--- config.mk ---
export PLATFORM = sky130hd
export DESIGN_NAME = priority_ready_queue_scheduler
export DESIGN_NICKNAME = d
export VERILOG_FILES = /design/src/sv/prq_pkg.sv /design/src/sv/prq_level_pick.sv /design/src/sv/prq_core.sv /design/src/sv/priority_ready_queue_scheduler.sv
export VERILOG_INCLUDE_DIRS = /design/src /design/src/sv
export SDC_FILE = /design/constraint.sdc
export NUM_CORES = 1
export LEC_CHECK = 0
export BUFFER_PORTS_ARGS = -buffer_cell sky130_fd_sc_hd__buf_2
export CAP_MARGIN = 20
export CORE_MARGIN = 2
export CORE_UTILIZATION = 35
export DETAILED_ROUTE_END_ITERATION = 12
export HOLD_SLACK_MARGIN = 0.1
export PLACE_DENSITY_LB_ADDON = 0.15
export SYNTH_ARGS = -nofsm -noshare
export SYNTH_HDL_FRONTEND = slang
export SYNTH_SLANG_ARGS = --single-unit
export TNS_END_PERCENT = 10
--- constraint.sdc ---
create_clock -name clock -period 9.1 [get_ports clock]
set_input_delay 1.82 -clock clock [delete_from_list [all_inputs] [get_ports clock]]
set_output_delay 1.82 -clock clock [all_outputs]
set_load 0.005 [all_outputs]
--- src/sv/priority_ready_queue_scheduler_assert.svh ---
// Assertion macros used by the scheduler core.
`ifndef PRIORITY_READY_QUEUE_SCHEDULER_ASSERT_SVH
`define PRIORITY_READY_QUEUE_SCHEDULER_ASSERT_SVH

// Same-cycle implication: when ante holds, cons must hold on that edge.
`define PRQ_ASSERT_HOLDS(label, clk, rst, ante, cons) \
   label: assert property (@(posedge clk) disable iff (rst) (ante) |-> (cons)) \
      else $error("prq: same-cycle check failed");

// Next-cycle implication: when ante holds, cons must hold on the following edge.
`define PRQ_ASSERT_NEXT(label, clk, rst, ante, cons) \
   label: assert property (@(posedge clk) disable iff (rst) (ante) |=> (cons)) \
      else $error("prq: next-cycle check failed");

`endif

--- src/sv/prq_pkg.sv ---
`timescale 1ns / 1ps
`default_nettype none

package prq_pkg;

   // Table sizes
   localparam int THREADS = 8;
   localparam int LEVELS  = 16;

   // Field widths
   localparam int KIND_W   = 2;
   localparam int THREAD_W = 3;
   localparam int PRI_W    = 4;
   localparam int STATUS_W = 2;

   // Index widths into the tables
   localparam int TIDX_W = $clog2(THREADS);
   localparam int LIDX_W = $clog2(LEVELS);

   // Stream payload widths, padded to whole bytes
   localparam int REQ_DATA_W = 8;
   localparam int RSP_DATA_W = 8;

   typedef enum logic [KIND_W-1:0] {
      KIND_ENQUEUE  = 2'd0,
      KIND_REMOVE   = 2'd1,
      KIND_SETPRI   = 2'd2,
      KIND_SCHEDULE = 2'd3
   } kind_type;

   typedef enum logic [STATUS_W-1:0] {
      ST_DONE     = 2'd0,
      ST_NOCHANGE = 2'd1,
      ST_EMPTY    = 2'd2
   } status_type;

   typedef struct packed {
      status_type          status;
      logic [THREAD_W-1:0] chosen_thread;
      logic [PRI_W-1:0]    old_priority;
   } result_type;

endpackage

`default_nettype wire

--- src/sv/prq_level_pick.sv ---
`timescale 1ns / 1ps
`default_nettype none

module prq_level_pick
   import prq_pkg::*;
(
   input  wire logic [LEVELS-1:0] nonempty,
   output logic                   any,
   output logic [LIDX_W-1:0]      level
);

   // Find the lowest-numbered non-empty level; level 0 is most urgent
   always_comb begin
      level = '0;
      for (int i = LEVELS - 1; i >= 0; i--) begin
         if (nonempty[i]) begin
            level = LIDX_W'(i);
         end
      end
   end

   assign any = |nonempty;

endmodule

`default_nettype wire

--- src/sv/prq_core.sv ---
`timescale 1ns / 1ps
`default_nettype none

`include "priority_ready_queue_scheduler_assert.svh"

module prq_core
   import prq_pkg::*;
(
   input  wire logic                clock,
   input  wire logic                reset,
   input  wire logic                fire,
   input  wire kind_type            kind,
   input  wire logic [THREAD_W-1:0] thread,
   input  wire logic [PRI_W-1:0]    new_priority,
   output result_type               result
);

   // Link tables: no reset, only entries that were written are ever read
   logic [TIDX_W-1:0] head_ff [LEVELS];
   logic [TIDX_W-1:0] tail_ff [LEVELS];
   logic [TIDX_W-1:0] link_ff [THREADS];

   // Control state
   logic [LEVELS-1:0]  nonempty_ff, nonempty_in;
   logic [THREADS-1:0] ready_ff, ready_in;
   logic [PRI_W-1:0]   pri_ff [THREADS];
   logic [PRI_W-1:0]   pri_in [THREADS];

   logic              t_ok;
   logic [TIDX_W-1:0] tid;
   logic [PRI_W-1:0]  pri_rd;
   logic [LIDX_W-1:0] lvl;
   logic              win_any;
   logic [LIDX_W-1:0] win_lvl;
   logic [LIDX_W-1:0] head_addr;
   logic [TIDX_W-1:0] head_rd;
   logic [TIDX_W-1:0] tail_rd;
   logic [TIDX_W-1:0] link_rd;
   logic [PRI_W-1:0]  sat_pri;

   logic              head_we, tail_we, link_we;
   logic [TIDX_W-1:0] head_wd, link_wa;

   // Decode the thread and look up its level
   assign tid    = thread[TIDX_W-1:0];
   assign t_ok   = (32'(thread) < THREADS);
   assign pri_rd = pri_ff[tid];
   assign lvl    = (32'(pri_rd) < LEVELS) ? LIDX_W'(pri_rd) : LIDX_W'(LEVELS - 1);

   // Clamp a requested priority to the last level
   assign sat_pri = (32'(new_priority) > LEVELS - 1) ? PRI_W'(LEVELS - 1) : new_priority;

   prq_level_pick u_pick (
      .nonempty (nonempty_ff),
      .any      (win_any),
      .level    (win_lvl)
   );

   // One read port on the head table, shared by schedule and the queue ops
   assign head_addr = (kind == KIND_SCHEDULE) ? win_lvl : lvl;
   assign head_rd   = head_ff[head_addr];
   assign tail_rd   = tail_ff[lvl];
   assign link_rd   = link_ff[tid];

   // Work out the result and the state update for the item in the input register
   always_comb begin
      result      = '{status: ST_NOCHANGE, chosen_thread: '0, old_priority: '0};
      nonempty_in = nonempty_ff;
      ready_in    = ready_ff;
      pri_in      = pri_ff;
      head_we     = 1'b0;
      tail_we     = 1'b0;
      link_we     = 1'b0;
      head_wd     = tid;
      link_wa     = tail_rd;

      if (kind == KIND_SCHEDULE) begin
         if (win_any) begin
            result.status        = ST_DONE;
            result.chosen_thread = THREAD_W'(head_rd);
         end else begin
            result.status = ST_EMPTY;
         end
      end else if (t_ok) begin
         unique case (kind)
            KIND_ENQUEUE: begin
               if (!ready_ff[tid]) begin
                  // Append at the tail, or start the level
                  if (nonempty_ff[lvl]) begin
                     link_we = 1'b1;
                  end else begin
                     head_we          = 1'b1;
                     nonempty_in[lvl] = 1'b1;
                  end
                  tail_we       = 1'b1;
                  ready_in[tid] = 1'b1;
                  result.status = ST_DONE;
               end
            end
            KIND_REMOVE: begin
               if (ready_ff[tid]) begin
                  // Pop from the head; the last one empties the level
                  if (!nonempty_ff[lvl] || tail_rd == tid) begin
                     nonempty_in[lvl] = 1'b0;
                  end else begin
                     head_we = 1'b1;
                     head_wd = link_rd;
                  end
                  ready_in[tid] = 1'b0;
                  result.status = ST_DONE;
               end
            end
            KIND_SETPRI: begin
               result.old_priority = pri_rd;
               if (!ready_ff[tid]) begin
                  pri_in[tid]   = sat_pri;
                  result.status = ST_DONE;
               end
            end
            default: begin
               result.status = ST_NOCHANGE;
            end
         endcase
      end
   end

   // Control state, cleared by reset
   always_ff @(posedge clock) begin
      if (reset) begin
         nonempty_ff <= '0;
         ready_ff    <= '0;
         for (int i = 0; i < THREADS; i++) begin
            pri_ff[i] <= '0;
         end
      end else if (fire) begin
         nonempty_ff <= nonempty_in;
         ready_ff    <= ready_in;
         pri_ff      <= pri_in;
      end
   end

   // Link tables, written only by an item that is processed
   always_ff @(posedge clock) begin
      if (fire && head_we) begin
         head_ff[lvl] <= head_wd;
      end
      if (fire && tail_we) begin
         tail_ff[lvl] <= tid;
      end
      if (fire && link_we) begin
         link_ff[link_wa] <= tid;
      end
   end

   `PRQ_ASSERT_HOLDS(a_empty_only_when_idle, clock, reset,
      fire && result.status == ST_EMPTY, nonempty_ff == '0)
   `PRQ_ASSERT_NEXT(a_enqueue_sets_ready, clock, reset,
      fire && kind == KIND_ENQUEUE && result.status == ST_DONE, ready_ff[$past(tid)])
   `PRQ_ASSERT_NEXT(a_refused_keeps_priority, clock, reset,
      fire && kind == KIND_SETPRI && t_ok && result.status == ST_NOCHANGE,
      pri_ff[$past(tid)] == $past(pri_rd))

endmodule

`default_nettype wire

--- src/sv/priority_ready_queue_scheduler.sv ---
`timescale 1ns / 1ps
`default_nettype none

// Priority ready-queue scheduler: one FIFO ready queue per priority level, kept as
// linked lists over the thread table. The tuser kind selects enqueue, remove, set
// priority or schedule; every item gives exactly one result. The block takes one
// item per clock while the result channel is not stalled. An accepted item passes
// through an input register, the queue update in the core, and a result register,
// whose output drives the result channel. The rate is set by the core, which reads
// and rewrites the head, tail, link and flag tables in the same cycle so that each
// item sees the state left by the one before it. A stalled result channel holds
// one item in each register and then drops req_tready. The link tables need no
// clearing after reset; the block is ready as soon as reset is released.
module priority_ready_queue_scheduler
   import prq_pkg::*;
(
   input  wire logic                  clock,
   input  wire logic                  reset,

   input  wire logic                  req_tvalid,
   output logic                       req_tready,
   input  wire logic [REQ_DATA_W-1:0] req_tdata,   // [2:0] thread, [6:3] new_priority
   input  wire logic [KIND_W-1:0]     req_tuser,   // [1:0] kind

   output logic                       rsp_tvalid,
   input  wire logic                  rsp_tready,
   output logic [RSP_DATA_W-1:0]      rsp_tdata,   // [2:0] chosen_thread, [6:3] old_priority
   output logic [STATUS_W-1:0]        rsp_tuser    // [1:0] status
);

   logic                in_valid_ff, in_valid_in;
   kind_type            in_kind_ff;
   logic [THREAD_W-1:0] in_thread_ff;
   logic [PRI_W-1:0]    in_pri_ff;

   logic                out_valid_ff, out_valid_in;
   result_type          out_result_ff;

   logic                out_free;
   logic                fire;
   logic                req_accept;
   result_type          core_result;

   // Advance when the result register is empty or being drained
   assign out_free   = !out_valid_ff || rsp_tready;
   assign fire       = in_valid_ff && out_free;
   assign req_tready = !in_valid_ff || out_free;
   assign req_accept = req_tvalid && req_tready;

   // Input register
   always_comb begin
      in_valid_in = in_valid_ff;
      if (req_accept) begin
         in_valid_in = 1'b1;
      end else if (fire) begin
         in_valid_in = 1'b0;
      end
   end

   always_ff @(posedge clock) begin
      if (reset) begin
         in_valid_ff <= 1'b0;
      end else begin
         in_valid_ff <= in_valid_in;
      end
   end

   always_ff @(posedge clock) begin
      if (req_accept) begin
         in_kind_ff   <= kind_type'(req_tuser);
         in_thread_ff <= req_tdata[THREAD_W-1:0];
         in_pri_ff    <= req_tdata[THREAD_W +: PRI_W];
      end
   end

   prq_core u_core (
      .clock        (clock),
      .reset        (reset),
      .fire         (fire),
      .kind         (in_kind_ff),
      .thread       (in_thread_ff),
      .new_priority (in_pri_ff),
      .result       (core_result)
   );

   // Result register
   always_comb begin
      out_valid_in = out_valid_ff;
      if (fire) begin
         out_valid_in = 1'b1;
      end else if (rsp_tready) begin
         out_valid_in = 1'b0;
      end
   end

   always_ff @(posedge clock) begin
      if (reset) begin
         out_valid_ff <= 1'b0;
      end else begin
         out_valid_ff <= out_valid_in;
      end
   end

   always_ff @(posedge clock) begin
      if (fire) begin
         out_result_ff <= core_result;
      end
   end

   // Drive the result channel
   assign rsp_tvalid = out_valid_ff;
   assign rsp_tuser  = out_result_ff.status;
   assign rsp_tdata  = RSP_DATA_W'({out_result_ff.old_priority, out_result_ff.chosen_thread});

endmodule

`default_nettype wire
==> results.ini <==
[outcome]
run_status=finished, final reports clean

[worst_setup_path]
worstSetupEndpointType=register
timing.setup.critical_path_class=register to register
cp_data_required_time_ns=9.37
setup.reg_to_reg.worst_slack_ns=3.98
worst_r2r_startpoint=in_thread_ff[1]
worst-endpoint-arrival_ns=5.40
startpoint_type=register
critical_path_peak_fanout=41
r2r.worst_path.cells=13
timing.rr.end=u_core.head_ff[4][2]

[sta]
fmax_ghz=0.195
rsz0062_at_grt=no
worstMarginPinSlew_ns=0.968
period_needed_ns=5.12
finalSetupViolCount=0
fin_crit_sh_pct=56.3
setup_tns_ns=0
postLayoutSetupSlackWorst_ns=3.98
slew-limit-headroom_pct=35.5
worst_clock_skew_ns=0.0104
final-max-slew-violation-count=0
hold_viol_final=0

[synth]
synth-seq-area-share_pct=60.6
synth_largest_type_area_fraction_pct=46.8
yosys_register_bits=199
synth.cell_area_um2=8850
synth-warning-count=0
synth_top_flop_cell=sky130_fd_sc_hd__edfxtp_1
ys_async_sr_fraction_pct=0
postSynthAreaPerCell_um2=12.4
syn-instance-count=715
most_numerous_cell_in_the_yosys_netlist=sky130_fd_sc_hd__edfxtp_1
yosys.area.top_type=sky130_fd_sc_hd__edfxtp_1
synth.top_cells.by_count=138 x sky130_fd_sc_hd__edfxtp_1, 98 x sky130_fd_sc_hd__nor2_1, 72 x sky130_fd_sc_hd__mux2i_1, 61 x sky130_fd_sc_hd__dfxtp_1, 34 x sky130_fd_sc_hd__nand2_1
synthDistinctLibCells=58
synth_nets=729
synth-edff-count=138
synth.area.top_cells=sky130_fd_sc_hd__edfxtp_1 47%, sky130_fd_sc_hd__dfxtp_1 14%, sky130_fd_sc_hd__mux2i_1 8.1%

[routing]
drc_errors=0
post_drt_via_cell_ratio=5.27
detailroute.via_count=5639
finalWirelength_um=20200
drtAntennaViolNets=0
wl_per_cell_um=18.9
initialDrtViolationCount=406
first_pass_iteration_count_of_the_detailed_router=6

[clock_tree]
htree_levels=4
clock_pin_slew_on_the_worst_setup_and_hold_paths_ns=0.08
postCtsSetupRepairBufs=0
clock-root-buffer=sky130_fd_sc_hd__clkbuf_16
numClockSinks=199
cts_tree=yes
cts_hold_buf=0
total_clock_buffers_created_by_cts=17
cts_buffer_depth=2
insertion_delay_to_the_later_sink_of_the_worst_skew_pair_ns=0.43
cts.repair.resized=0

[global_route]
grt_use_total_pct=16.0
overflow=0
initial_antenna_violation_count=0
number_of_global_route_vias_before_repair=5638
pin_count_of_the_biggest_net_entering_global_routing=60
grt_pass1_wl_um=32100

[floorplan]
die_width_um=163
fp.coreArea_um2=25000
std_cell_rows=58
floorplan.die.height_um=163
design.portCount=26
die_area_um2=26600
start_util_pct=35.3

[job]
cap_violations=0

[layout]
multiInputGateArea_um2=3240
synthToLayoutAreaGrowth_pct=11.8
design.final.nets=741
fillers=2399
diodes=0
final_cell_area_um2=9890
sequential_cell_area_um2=5370
fraction_of_layout_cells_with_a_size_suffix_above_1_pct=15.0

[placed_design]
pre_cts_ws_ns=3.47
post_dp_area_um2=9270
portBuffers=23
half_perimeter_wire_length_after_placement_um=13700
place_congestion=0.812

[hold_path]
worst_hold_path_type=register to register
whs_path_depth=2

[power_and_ir_drop]
irDropWorstVdd_mv=0.111
power.density_cell_area_nw_per_um2=189
power.total_mw=1.87
power.static_leakage_nw=3.29

[worst max path at each step]
stage                         start               endpoint  cells past startpoint  slack (ns)
finish              in_thread_ff[1]   u_core.head_ff[4][2]                     13        3.98
global route        in_thread_ff[1]   u_core.head_ff[2][0]                     13        3.49
CTS                 in_thread_ff[1]   u_core.head_ff[2][0]                     12        3.46
detailed placement  in_thread_ff[1]  u_core.head_ff[12][0]                     12        3.47
global placement    in_thread_ff[1]  u_core.head_ff[13][0]                     12        3.63
floorplan           in_thread_ff[0]   u_core.head_ff[0][0]                     14        5.01
[per-layer routing]
metal,global-route usage [%],share of wire [%],vias up
li1,-,-,2689
met1,21.6,46,2782
met3,3.28,3.6,27
met5,0,0,-
met4,4.71,1.6,0
met2,26.1,49,141
[critical path: stages (launching register included)]
cell and delay [ns]:
sky130_fd_sc_hd__edfxtp_1 0.61, sky130_fd_sc_hd__buf_4 0.48, sky130_fd_sc_hd__nand2_1 0.28, sky130_fd_sc_hd__o22ai_1 0.25, sky130_fd_sc_hd__a211o_1 0.61, sky130_fd_sc_hd__mux4_2 0.60, sky130_fd_sc_hd__or2_0 0.22, sky130_fd_sc_hd__o2111a_2 0.20
sky130_fd_sc_hd__xor2_1 0.34, sky130_fd_sc_hd__nor3_2 0.10, sky130_fd_sc_hd__nor4b_2 0.45, sky130_fd_sc_hd__nor2_1 0.07, sky130_fd_sc_hd__a21oi_1 0.47, sky130_fd_sc_hd__buf_4 0.27
[report_power, final]
group          internal, mW  total, mW  switching [mW]
registers             0.973      0.983          0.0102
logic                0.0369      0.107          0.0705
clock network         0.419      0.780           0.361
total                  1.43       1.87           0.442
[layout make-up]
| cell class | count | area share [%] |
|---|---|---|
| repair buffers | 38 | 2.38 |
| well taps | 330 | 4.17 |
| clock inverters | 15 | 1.87 |
| multi-input cells | 463 | 32.8 |
| flip-flops and latches | 199 | 54.2 |
| clock buffers | 17 | 4.30 |
| inverters | 8 | 0.303 |
[layout by cell type (no fill, tap or decap), drive strengths merged, types with 3 or more instances in the layout]
cell type,count
mux2i,72
a21oi,23
a22o,3
a22oi,8
o22ai,3
a31oi,6
clkbuf,17
o21bai,6
nand2,34
nor2,98
xor2,3
mux2,9
nor3,26
o31ai,17
edfxtp,138
o21ai,33
nand2b,11
nor4,5
buf,38
a211oi,5
a21o,6
dfxtp,61
o2111a,3
or2,5
nand3,30
inv,16
mux4,19
nor2b,19
clkinv,4
[cell families after synthesis]
kind of cell / count (synthesis) / synth area share [%]
flops: 199 / 60.6
xor+xnor: 3 / 0.382
mux: 100 / 14.1
compound gates: 121 / 9.15
simple gates: 238 / 12.9
other cells: 1 / 0.0424
buf+inv: 53 / 2.77
[per-stage QoR]
stage / utilization (%) / hold WS, ns / std cells
6_report: 39.5 / 0.489 / 1070
5_1_grt: 39.5 / 0.518 / 1070
4_1_cts: 39.5 / 0.489 / 1068
3_5_place_dp: 37.0 / 0.477 / 1036
3_3_place_gp: 37.0 / 0.464 / 1035
2_1_floorplan: - / 0.451 / 715
No activity file was read; power rests on OpenSTA's default activity.
